File: src/design/etp_ram.sv
module etp_ram #(
  parameter int DEPTH = 81,
  parameter int WIDTH = 32
) (
  input  logic                     clk,
  input  logic                     we,
  input  logic [$clog2(DEPTH)-1:0] waddr,
  input  logic [WIDTH-1:0]         wdata,
  input  logic [$clog2(DEPTH)-1:0] raddr,
  output logic [WIDTH-1:0]         rdata_r
);

  logic [WIDTH-1:0] mem [DEPTH];

  always_ff @(posedge clk) begin
    if (we) begin
      mem[waddr] <= wdata;
    end
    rdata_r <= mem[raddr];
  end

endmodule

File: config.mk
export PLATFORM = sky130hd
export DESIGN_NAME = etp_ram
export DESIGN_NICKNAME = d
export VERILOG_FILES = /design/src/design/etp_ram.sv
export SDC_FILE = /design/constraint.sdc
export NUM_CORES = 2
export LEC_CHECK = 0
export BUFFER_PORTS_ARGS = -buffer_cell sky130_fd_sc_hd__buf_4
export CAP_MARGIN = 20
export CORE_MARGIN = 2
export CORE_UTILIZATION = 35
export CTS_BUF_LIST = sky130_fd_sc_hd__clkbuf_16
export DETAILED_ROUTE_END_ITERATION = 10
export SYNTH_ARGS = -nofsm -noshare
export SYNTH_HDL_FRONTEND = slang
export SYNTH_SLANG_ARGS = --single-unit
File: constraint.sdc
create_clock -name clk -period 5.85 [get_ports clk]
set_input_delay 0.8775 -clock clk [delete_from_list [all_inputs] [get_ports clk]]
set_output_delay 0.8775 -clock clk [all_outputs]
set_load 0.03 [all_outputs]
==> impl_metrics.json <==
{
  "status": "finished clean",
  "ant_nets": 0,
  "yosys_most_used_dff": "edfxtp_1",
  "hold-path-cell-count": 1,
  "cpMaxStageDelayCell": "nand3b_1",
  "die_y_um": 538,
  "clock-sinks": 2624,
  "arrival_ns": 4.23,
  "syn_to_final_growth_pct": 14.9,
  "root_buffer": "clkbuf_16",
  "worstPathMaxFanout": 33,
  "worstMarginPinSlew_ns": 1.18,
  "drv_cap": 0,
  "crit_chain": "buf_4 -> buf_4 -> nand3b_1 -> o221ai_1 -> a21oi_1 -> a221oi_1 -> o21ai_1",
  "vias": 48700,
  "cp.required_ns": 6.61,
  "clk_pin_slew_ns": 0.06,
  "grt_pass1_wl_um": 395000,
  "min_to": "mem[42][5]$_DFFE_PP_",
  "dp_cells": 8022,
  "mostFrequentLayoutCells": "edfxtp_1, mux4_2, clkbuf_16",
  "num_io_pins": 80,
  "ff2ff_path_depth": 5,
  "cts-htree-levels": 5,
  "stdcell_count": 8525,
  "start_kind": "input port",
  "numCtsBuffers": 287,
  "start_util_pct": 35.2,
  "wl_per_cell_um": 33.4,
  "routed_via_density": 5.72,
  "finalWeightedCongestion": 0.824,
  "grt_antenna_before_repair": 17,
  "crit_path_frequent_cell": "buf_4",
  "ff2ff_setup_slack_ns": 3.28,
  "hold_viol": 0,
  "grt_pass1_vias": 48700,
  "synth_cells": 4246,
  "synth_top_area_share_pct": 78.1,
  "num_rows": 195,
  "die_w_um": 538,
  "clock.fmax_mhz": 288,
  "yosys-top-cells-area": "edfxtp_1, mux4_2, mux2i_1, a22oi_1, dfxtp_1",
  "overflow": 0,
  "postCtsSetupRepairBufs": 0,
  "drt_wl_total_um": 285000,
  "critical_path_class": "in2reg",
  "grt_max_degree": 120,
  "fin_crit_ns": 3.47,
  "ys_ff_latch": 2624,
  "cpPeakStageDelay_ns": 0.84,
  "powerDensity_mw_per_mm2": 346,
  "p_leak_nw": 35.5,
  "rsz0062_at_grt": "false",
  "slew_headroom_pct": 20.7,
  "dp_hpwl_um": 165000,
  "dieArea_mm2": 0.289,
  "nets": 4618,
  "clk_path_buf_depth": 4,
  "hold_start": "wdata[5]",
  "route.detailed.drc": 0,
  "drv_slew": 0,
  "tritoncts": "yes",
  "crit_path_end_kind": "register",
  "crit_path_start": "raddr[4]",
  "total_power_mw": 39.7,
  "yosys.area.top_type": "edfxtp_1",
  "seq_area_frac_synth_pct": 78.7,
  "setup_violations": 0,
  "drive_gt1_share_pct": 28.8,
  "r2r_end": "rdata_r[18]$_DFF_P_",
  "insertion_delay_ns": 0.94,
  "timing.rr.start": "mem[43][18]$_DFFE_PP_",
  "syn-cell-area_mm2": 0.0997,
  "skew_ns": 0.0575,
  "fin_setup_tns_ns": 0,
  "finalCritPeriodShare_pct": 59.3,
  "grtUsageTotal_pct": 19.6,
  "final_common_cell": "edfxtp_1",
  "min_path_type": "in2reg",
  "cts_resized": 0,
  "hold_buffers": 0,
  "drt_iter0_markers": 6512,
  "port_buffers": 79,
  "yosysWarnings": 0,
  "ys_types": 54,
  "synth_edf_count": 2592,
  "syn_area_per_cell_um2": 23.5,
  "vdd_ir_drop_max_uv": 326,
  "async_flop_share_pct": 0,
  "core-area_mm2": 0.283,
  "drt_pass1_iterations": 6,
  "syn-num-nets": 4294
}
==> power by group <==
group          leakage (nW)  switching (mW)  internal (mW)
registers              23.6          0.0784           20.8
logic                  7.41            1.28          0.659
clock network          4.50            7.13           9.75
==> worst max path at each step <==
stage	slack [ns]	cells past startpoint	to
2_1_floorplan	0.84	3	mem[24][0]$_DFFE_PP_
3_3_place_gp	1.32	7	rdata_r[31]$_DFF_P_
3_5_place_dp	1.43	9	rdata_r[23]$_DFF_P_
4_1_cts	2.42	9	rdata_r[23]$_DFF_P_
5_1_grt	2.25	9	rdata_r[20]$_DFF_P_
6_report	2.38	7	rdata_r[3]$_DFF_P_
==> cell families after synthesis <==
group,Yosys count,synth area share [%]
flops,2624,78.7
mux,778,16.2
compound gates,328,2.24
simple gates,289,1.33
buf+inv,227,1.46
==> area by class of cell <==
type                       count  area (um^2)
inverter                       2         7.51
multi-input combinational   1395        20400
tap                         3743         4680
clock inverter               196         1220
sequential                  2624        78500
antenna                        8         20.0
timing repair buffer         260         2280
clock buffer                 297         7430
fill                       24400       168000
==> state kept, by name, indices dropped and copies added, names as in the netlist <==
register and flops:
rdata_r 32, mem 2592
==> per-stage QoR <==
step | setup slack [ns] | utilization, % | hold WS (ns) | area, um^2
6_report | 2.38 | 40.5 | 0.225 | 114000
5_1_grt | 2.25 | 40.5 | 0.208 | 114000
4_1_cts | 2.42 | 40.5 | 0.184 | 114000
3_5_place_dp | 1.43 | 37.4 | 0.483 | 106000
3_3_place_gp | 1.32 | 37.4 | 0.474 | 106000
2_1_floorplan | 0.843 | - | 0.453 | 99700
==> synth_stat cells (2+ instances only) <==
library cell / n
buf_12: 3
buf_8: 10
a22o_1: 3
or2_2: 3
buf_6: 31
a221oi_1: 17
mux4_2: 644
mux2i_1: 106
buf_1: 17
dfxtp_1: 32
o41ai_1: 3
inv_1: 2
mux4_1: 20
o31ai_1: 2
mux2_2: 8
and2_1: 5
clkbuf_1: 66
nand2_1: 65
nor2b_1: 22
edfxtp_1: 2592
a211oi_1: 13
and3_1: 4
nor4_1: 4
nor3_1: 8
o21ai_1: 6
nor2_1: 112
or3b_2: 3
nand4_1: 3
a311oi_1: 6
or3_1: 2
buf_4: 34
a22oi_1: 103
o211ai_1: 9
nand2b_1: 15
nand3_1: 36
o22ai_1: 54
o22a_1: 5
buf_2: 64
a21oi_1: 50
nand3b_1: 4
o221ai_1: 9
o21ai_0: 38
a2111oi_0: 2
==> critical path: cells and delay by family <==
family,cells,cell delay [ns]
buffers and inverters,2,0.97
AO/OA/AOI/OAI,4,1.49
AND/OR/NAND/NOR,1,0.84
==> per-layer routing <==
metal / vias up / GRT usage (%) / part of all wire [%] / wire length, um
li1: 18900 / - / - / -
met1: 26600 / 27.3 / 40 / 113000
met2: 2764 / 30.4 / 46 / 132000
met3: 468 / 4.31 / 10 / 28500
met4: 8 / 7.05 / 3.9 / 11000
met5: - / 0 / 0.016 / 45
Note: power is estimated with default switching activity, not from simulation.
