File: src/design/etp_pkg.sv
package etp_pkg;

  localparam int FRAC_BITS = 16;
  localparam int ACC_W     = 112;
  localparam int SHIFT     = 2 * FRAC_BITS + 2;

  typedef enum logic [1:0] {
    FUNC_LOAD_TAN  = 2'd0,
    FUNC_LOAD_FINV = 2'd1,
    FUNC_LOAD_STR  = 2'd2,
    FUNC_COMPUTE   = 2'd3
  } func_t;

  typedef enum logic [2:0] {
    MAC_IDLE,
    MAC_CLR,
    MAC_P1,
    MAC_LO,
    MAC_HI
  } mac_op_t;

  localparam logic [3:0] TRIP [3][3] = '{'{4'd0, 4'd7, 4'd5},
                                         '{4'd3, 4'd1, 4'd8},
                                         '{4'd6, 4'd4, 4'd2}};

  localparam logic [1:0] RSEL1 [4][6] = '{
    '{2'd0, 2'd1, 2'd2, 2'd1, 2'd2, 2'd0}, '{2'd0, 2'd1, 2'd2, 2'd1, 2'd2, 2'd0},
    '{2'd0, 2'd1, 2'd2, 2'd0, 2'd1, 2'd2}, '{2'd0, 2'd1, 2'd2, 2'd0, 2'd1, 2'd2}};
  localparam logic [1:0] RSEL2 [4][6] = '{
    '{2'd0, 2'd1, 2'd2, 2'd1, 2'd2, 2'd0}, '{2'd0, 2'd1, 2'd2, 2'd0, 2'd1, 2'd2},
    '{2'd0, 2'd1, 2'd2, 2'd1, 2'd2, 2'd0}, '{2'd0, 2'd1, 2'd2, 2'd0, 2'd1, 2'd2}};
  localparam logic [1:0] FSEL1 [4][6] = '{
    '{2'd0, 2'd1, 2'd2, 2'd0, 2'd1, 2'd2}, '{2'd0, 2'd1, 2'd2, 2'd0, 2'd1, 2'd2},
    '{2'd0, 2'd1, 2'd2, 2'd1, 2'd2, 2'd0}, '{2'd0, 2'd1, 2'd2, 2'd1, 2'd2, 2'd0}};
  localparam logic [1:0] FSEL2 [4][6] = '{
    '{2'd0, 2'd1, 2'd2, 2'd0, 2'd1, 2'd2}, '{2'd0, 2'd1, 2'd2, 2'd1, 2'd2, 2'd0},
    '{2'd0, 2'd1, 2'd2, 2'd0, 2'd1, 2'd2}, '{2'd0, 2'd1, 2'd2, 2'd1, 2'd2, 2'd0}};

  localparam logic [2:0] SSEL [24][6] = '{
    '{3'd0, 3'd3, 3'd5, 3'd3, 3'd5, 3'd0}, '{3'd3, 3'd1, 3'd4, 3'd1, 3'd4, 3'd3},
    '{3'd5, 3'd4, 3'd2, 3'd4, 3'd2, 3'd5}, '{3'd3, 3'd1, 3'd4, 3'd1, 3'd4, 3'd3},
    '{3'd5, 3'd4, 3'd2, 3'd4, 3'd2, 3'd5}, '{3'd0, 3'd3, 3'd5, 3'd3, 3'd5, 3'd0},
    '{3'd0, 3'd3, 3'd5, 3'd0, 3'd3, 3'd5}, '{3'd3, 3'd1, 3'd4, 3'd3, 3'd1, 3'd4},
    '{3'd5, 3'd4, 3'd2, 3'd5, 3'd4, 3'd2}, '{3'd3, 3'd1, 3'd4, 3'd3, 3'd1, 3'd4},
    '{3'd5, 3'd4, 3'd2, 3'd5, 3'd4, 3'd2}, '{3'd0, 3'd3, 3'd5, 3'd0, 3'd3, 3'd5},
    '{3'd0, 3'd3, 3'd5, 3'd3, 3'd5, 3'd0}, '{3'd3, 3'd1, 3'd4, 3'd1, 3'd4, 3'd3},
    '{3'd5, 3'd4, 3'd2, 3'd4, 3'd2, 3'd5}, '{3'd0, 3'd3, 3'd5, 3'd3, 3'd5, 3'd0},
    '{3'd3, 3'd1, 3'd4, 3'd1, 3'd4, 3'd3}, '{3'd5, 3'd4, 3'd2, 3'd4, 3'd2, 3'd5},
    '{3'd0, 3'd3, 3'd5, 3'd0, 3'd3, 3'd5}, '{3'd3, 3'd1, 3'd4, 3'd3, 3'd1, 3'd4},
    '{3'd5, 3'd4, 3'd2, 3'd5, 3'd4, 3'd2}, '{3'd0, 3'd3, 3'd5, 3'd0, 3'd3, 3'd5},
    '{3'd3, 3'd1, 3'd4, 3'd3, 3'd1, 3'd4}, '{3'd5, 3'd4, 3'd2, 3'd5, 3'd4, 3'd2}};

endpackage

File: src/design/etp_mac.sv
module etp_mac
  import etp_pkg::*;
(
  input  logic                    clk,
  input  mac_op_t                 op,
  input  logic signed [32:0]      t,
  input  logic signed [31:0]      f,
  output logic signed [ACC_W-1:0] acc_r
);

  logic signed [64:0] p1_r;
  logic signed [32:0] mul_x;
  logic signed [32:0] mul_y;
  logic signed [65:0] prod;

  always_comb begin
    mul_y = 33'(f);
    case (op)
      MAC_P1:  mul_x = t;
      MAC_LO:  mul_x = $signed({1'b0, p1_r[31:0]});
      MAC_HI:  mul_x = $signed(p1_r[64:32]);
      default: mul_x = '0;
    endcase
  end

  assign prod = mul_x * mul_y;

  always_ff @(posedge clk) begin
    case (op)
      MAC_CLR: acc_r <= '0;
      MAC_P1:  p1_r <= prod[64:0];
      MAC_LO:  acc_r <= acc_r + ACC_W'(prod);
      MAC_HI:  acc_r <= acc_r + (ACC_W'(prod) <<< 32);
      default: acc_r <= acc_r;
    endcase
  end

endmodule

File: config.mk
export PLATFORM = sky130hd
export DESIGN_NAME = etp_mac
export DESIGN_NICKNAME = d
export VERILOG_FILES = /design/src/design/etp_pkg.sv /design/src/design/etp_mac.sv
export SDC_FILE = /design/constraint.sdc
export NUM_CORES = 2
export LEC_CHECK = 0
export ABC_AREA = 1
export BUFFER_PORTS_ARGS = -buffer_cell sky130_fd_sc_hd__buf_4
export CORE_AREA = 2 2 306 308
export DETAILED_ROUTE_END_ITERATION = 8
export DIE_AREA = 0 0 308 310
export PLACE_DENSITY = 0.82
export SLEW_MARGIN = 5
export SYNTH_ARGS = -nofsm -noshare
export SYNTH_HDL_FRONTEND = slang
export SYNTH_SLANG_ARGS = --single-unit
File: constraint.sdc
create_clock -name clk -period 25.2 [get_ports clk]
set_input_delay 1.26 -clock clk [delete_from_list [all_inputs] [get_ports clk]]
set_output_delay 1.26 -clock clk [all_outputs]
set_load 0.005 [all_outputs]
==> run metrics <==
CTS tree=built; RR Startpoint=p1_r[64]$_DFFE_PN_; largest net degree at the start of global routing=59; hold_buf cts=0; Slew @ Worst Pin=1.51 ns; ys async rst share=0; critical path data arrival time=16.41 ns; max incr delay on CP=1.37 ns; clock slew at reported path FFs=0.08 ns; clock sink total=177; crit path max fanout=56; final hold viol count=0; relative slew slack=-0.0161; area grow syn2layout=5.34%; fmax=0.0618 GHz; postcts setup bufs=0; initial antenna violation count=32; Synthesis Warnings=0; status=finished with violations; fin util=0.675; die width=308 µm; vias in the first global route=64300; commonest register cell after synthesis=edfxtp_1; CP Class=in2reg; count of pins over their slew limit=5; die area=0.0955 mm²; input/output buffers=180; first-pass GRT wire length=408 mm; EDFF count, synth=177; share of cells above drive strength 1=0.0542; worst setup margin=9.03 ns; min cycle time layout=16.17 ns; CTS Buf Count=17; post-route ant nets=0; post-synthesis cell type count=53; CP top delay family=simple AND/OR/NAND/NOR gates; Clock Skews=0.0211 ns; Max Cap Viol=1; pre-CTS WS=9.86 ns; clock tree buffer depth=2; final WL=279 mm; DR vias/cell=6.62; CTS H-tree depth=4; HP Class=reg2reg; WL/cell=30.1 µm; fin nets=9574; Clk Latency, worst-skew pair=0.49 ns; CP most frequent cell=nand2_1; Die Y=310 µm; Initial Util=0.641; Setup crit start=op[0]; Critical Path Slowest Stage Cell=clkinv_1; dpl hpwl=224 mm; Sum Neg Setup Slack=0 ns; post_cts resized=0; core area=0.0925 mm²; Synth Area per Inst=7.46 µm²; RSZ-0062 raised after global routing=no; Final Wtd Congestion=1.24; Rows=112; mapped cell area=0.0593 mm²; Placed Cells=9192; setup violators final=0; period utilization=0.642; Post-route DRC=198; Non-Filler Instances=9251; grt total ovfl=0; sequential area share after synthesis=0.0896; crit path launch type=input pin; min-delay src=acc_r[0]$_DFFE_PP_; root buf cell=clkbuf_16; Post-Syn Instances=7950; syn_nets=9509; Buf+Inv Stages, Crit Path=13; failing checks=design-rule violations, max-capacitance violations, max-slew violations; GRT Overall Usage=0.594; DR pass1 iterations=9; synthesized flop and latch total=177; Initial DRC Count=10400; Req. time, crit path=25.44 ns; routed vias=61300; Setup crit end kind=flip-flop; Ports=181
-- per-layer routing --
layer	vias up	track usage	wire length [µm]
met5	-	0.0592	1100
li1	24500	-	-
met1	28000	0.606	79600
met2	6116	0.862	115000
met4	50	0.613	39400
met3	2609	0.290	43700
-- through the flow --
stage	area [µm²]	hold WS (ns)
final	62500	0.793
after global routing	62400	0.810
after CTS	62400	0.773
after detailed placement	61800	0.751
after global placement	61800	0.711
after floorplan	59300	0.694
-- sequential cells by signal, summed over array words and instances (netlist names) --
| signal | flops |
|---|---|
| acc_r | 112 |
| p1_r | 65 |
-- Yosys cell counts, types with 10 or more instances --
cell type | number | area (µm²)
o21ai_1 | 31 | 155
nor2_2 | 14 | 87.6
clkbuf_1 | 121 | 454
o21ai_2 | 10 | 87.6
o21a_1 | 22 | 165
a21oi_4 | 16 | 260
o21ai_0 | 373 | 1870
buf_2 | 60 | 300
buf_1 | 14 | 52.6
a21oi_2 | 10 | 87.6
edfxtp_1 | 177 | 5320
a21boi_0 | 23 | 173
nor4_1 | 10 | 62.6
fa_1 | 1114 | 22300
xnor2_1 | 29 | 254
a21oi_1 | 491 | 2460
xor2_1 | 44 | 385
nor3_1 | 47 | 235
nand3b_1 | 19 | 143
or2_2 | 13 | 81.3
ha_1 | 376 | 4700
and3_1 | 17 | 106
nand4_1 | 64 | 400
nor2_1 | 1291 | 4850
o21bai_1 | 32 | 240
a21o_1 | 34 | 255
nand2_2 | 23 | 144
nand3_1 | 232 | 1160
inv_1 | 1618 | 6070
inv_2 | 38 | 143
nand2_1 | 1500 | 5630
a31oi_1 | 19 | 119
-- worst reg2reg max path: cells and delay by family, from the launching register on --
family / cells / cell delay [ns]
fa+ha+maj: 10 / 6.18
simple gates: 13 / 3.09
buf+inv: 8 / 1.77
compound gates: 6 / 1.15
xor+xnor: 1 / 1.04
flops: 1 / 0.37
-- final timing paths --
check,end,slack [ns],cells after the start
worst min-delay path,acc_r[0]$_DFFE_PP_,0.79,3
worst min register to register,acc_r[0]$_DFFE_PP_,0.79,3
worst max register to register,acc_r[97]$_DFFE_PP_,11.39,38
worst max-delay path,acc_r[97]$_DFFE_PP_,9.03,46
-- kinds of logic (layout without fill, tap and decap cells) --
logic type / after synthesis / in the layout / share of synthesized area
compound gates: 1079 / 1079 / 0.101
simple gates: 3260 / 3260 / 0.222
other cells: 0 / 27 / 0
xor+xnor: 73 / 73 / 0.0108
flops: 177 / 177 / 0.0896
buf+inv: 1871 / 1948 / 0.121
fa+ha+maj: 1490 / 1490 / 0.455
-- placed cells by master (no fill, tap or decap), drive strengths merged, types with 3 or more instances in the layout --
cell type | synthesis | layout
clkinv | 9 | 14
inv | 1656 | 1663
fa | 1114 | 1114
a211oi | 3 | 3
and2 | 3 | 3
ha | 376 | 376
nand4 | 64 | 64
nor4 | 14 | 14
and3 | 17 | 17
edfxtp | 177 | 177
o21bai | 33 | 33
xor2 | 44 | 44
nand3 | 239 | 239
nand2 | 1524 | 1524
o21ai | 415 | 415
a31oi | 19 | 19
a21boi | 24 | 24
buf | 85 | 252
a21o | 34 | 34
a21oi | 517 | 517
o21a | 22 | 22
clkbuf | 121 | 18
xnor2 | 29 | 29
o211ai | 5 | 5
nor2 | 1306 | 1306
or2 | 24 | 24
nor3 | 50 | 50
nand3b | 19 | 19
o22ai | 4 | 4
diode | 0 | 27
-- cell type report --
| class | count | area (µm²) |
|---|---|---|
| multi-input cells | 5902 | 46900 |
| well taps | 1197 | 1500 |
| clock inverters | 13 | 123 |
| inverters | 1665 | 6250 |
| flip-flops and latches | 177 | 5320 |
| diodes | 27 | 67.6 |
| clock buffers | 18 | 429 |
| fillers | 7340 | 30000 |
| repair buffers | 252 | 1890 |
Power is left out: the tool's default activity adds up to more than one toggle a clock period on the data nets, which glitch-free logic cannot reach.
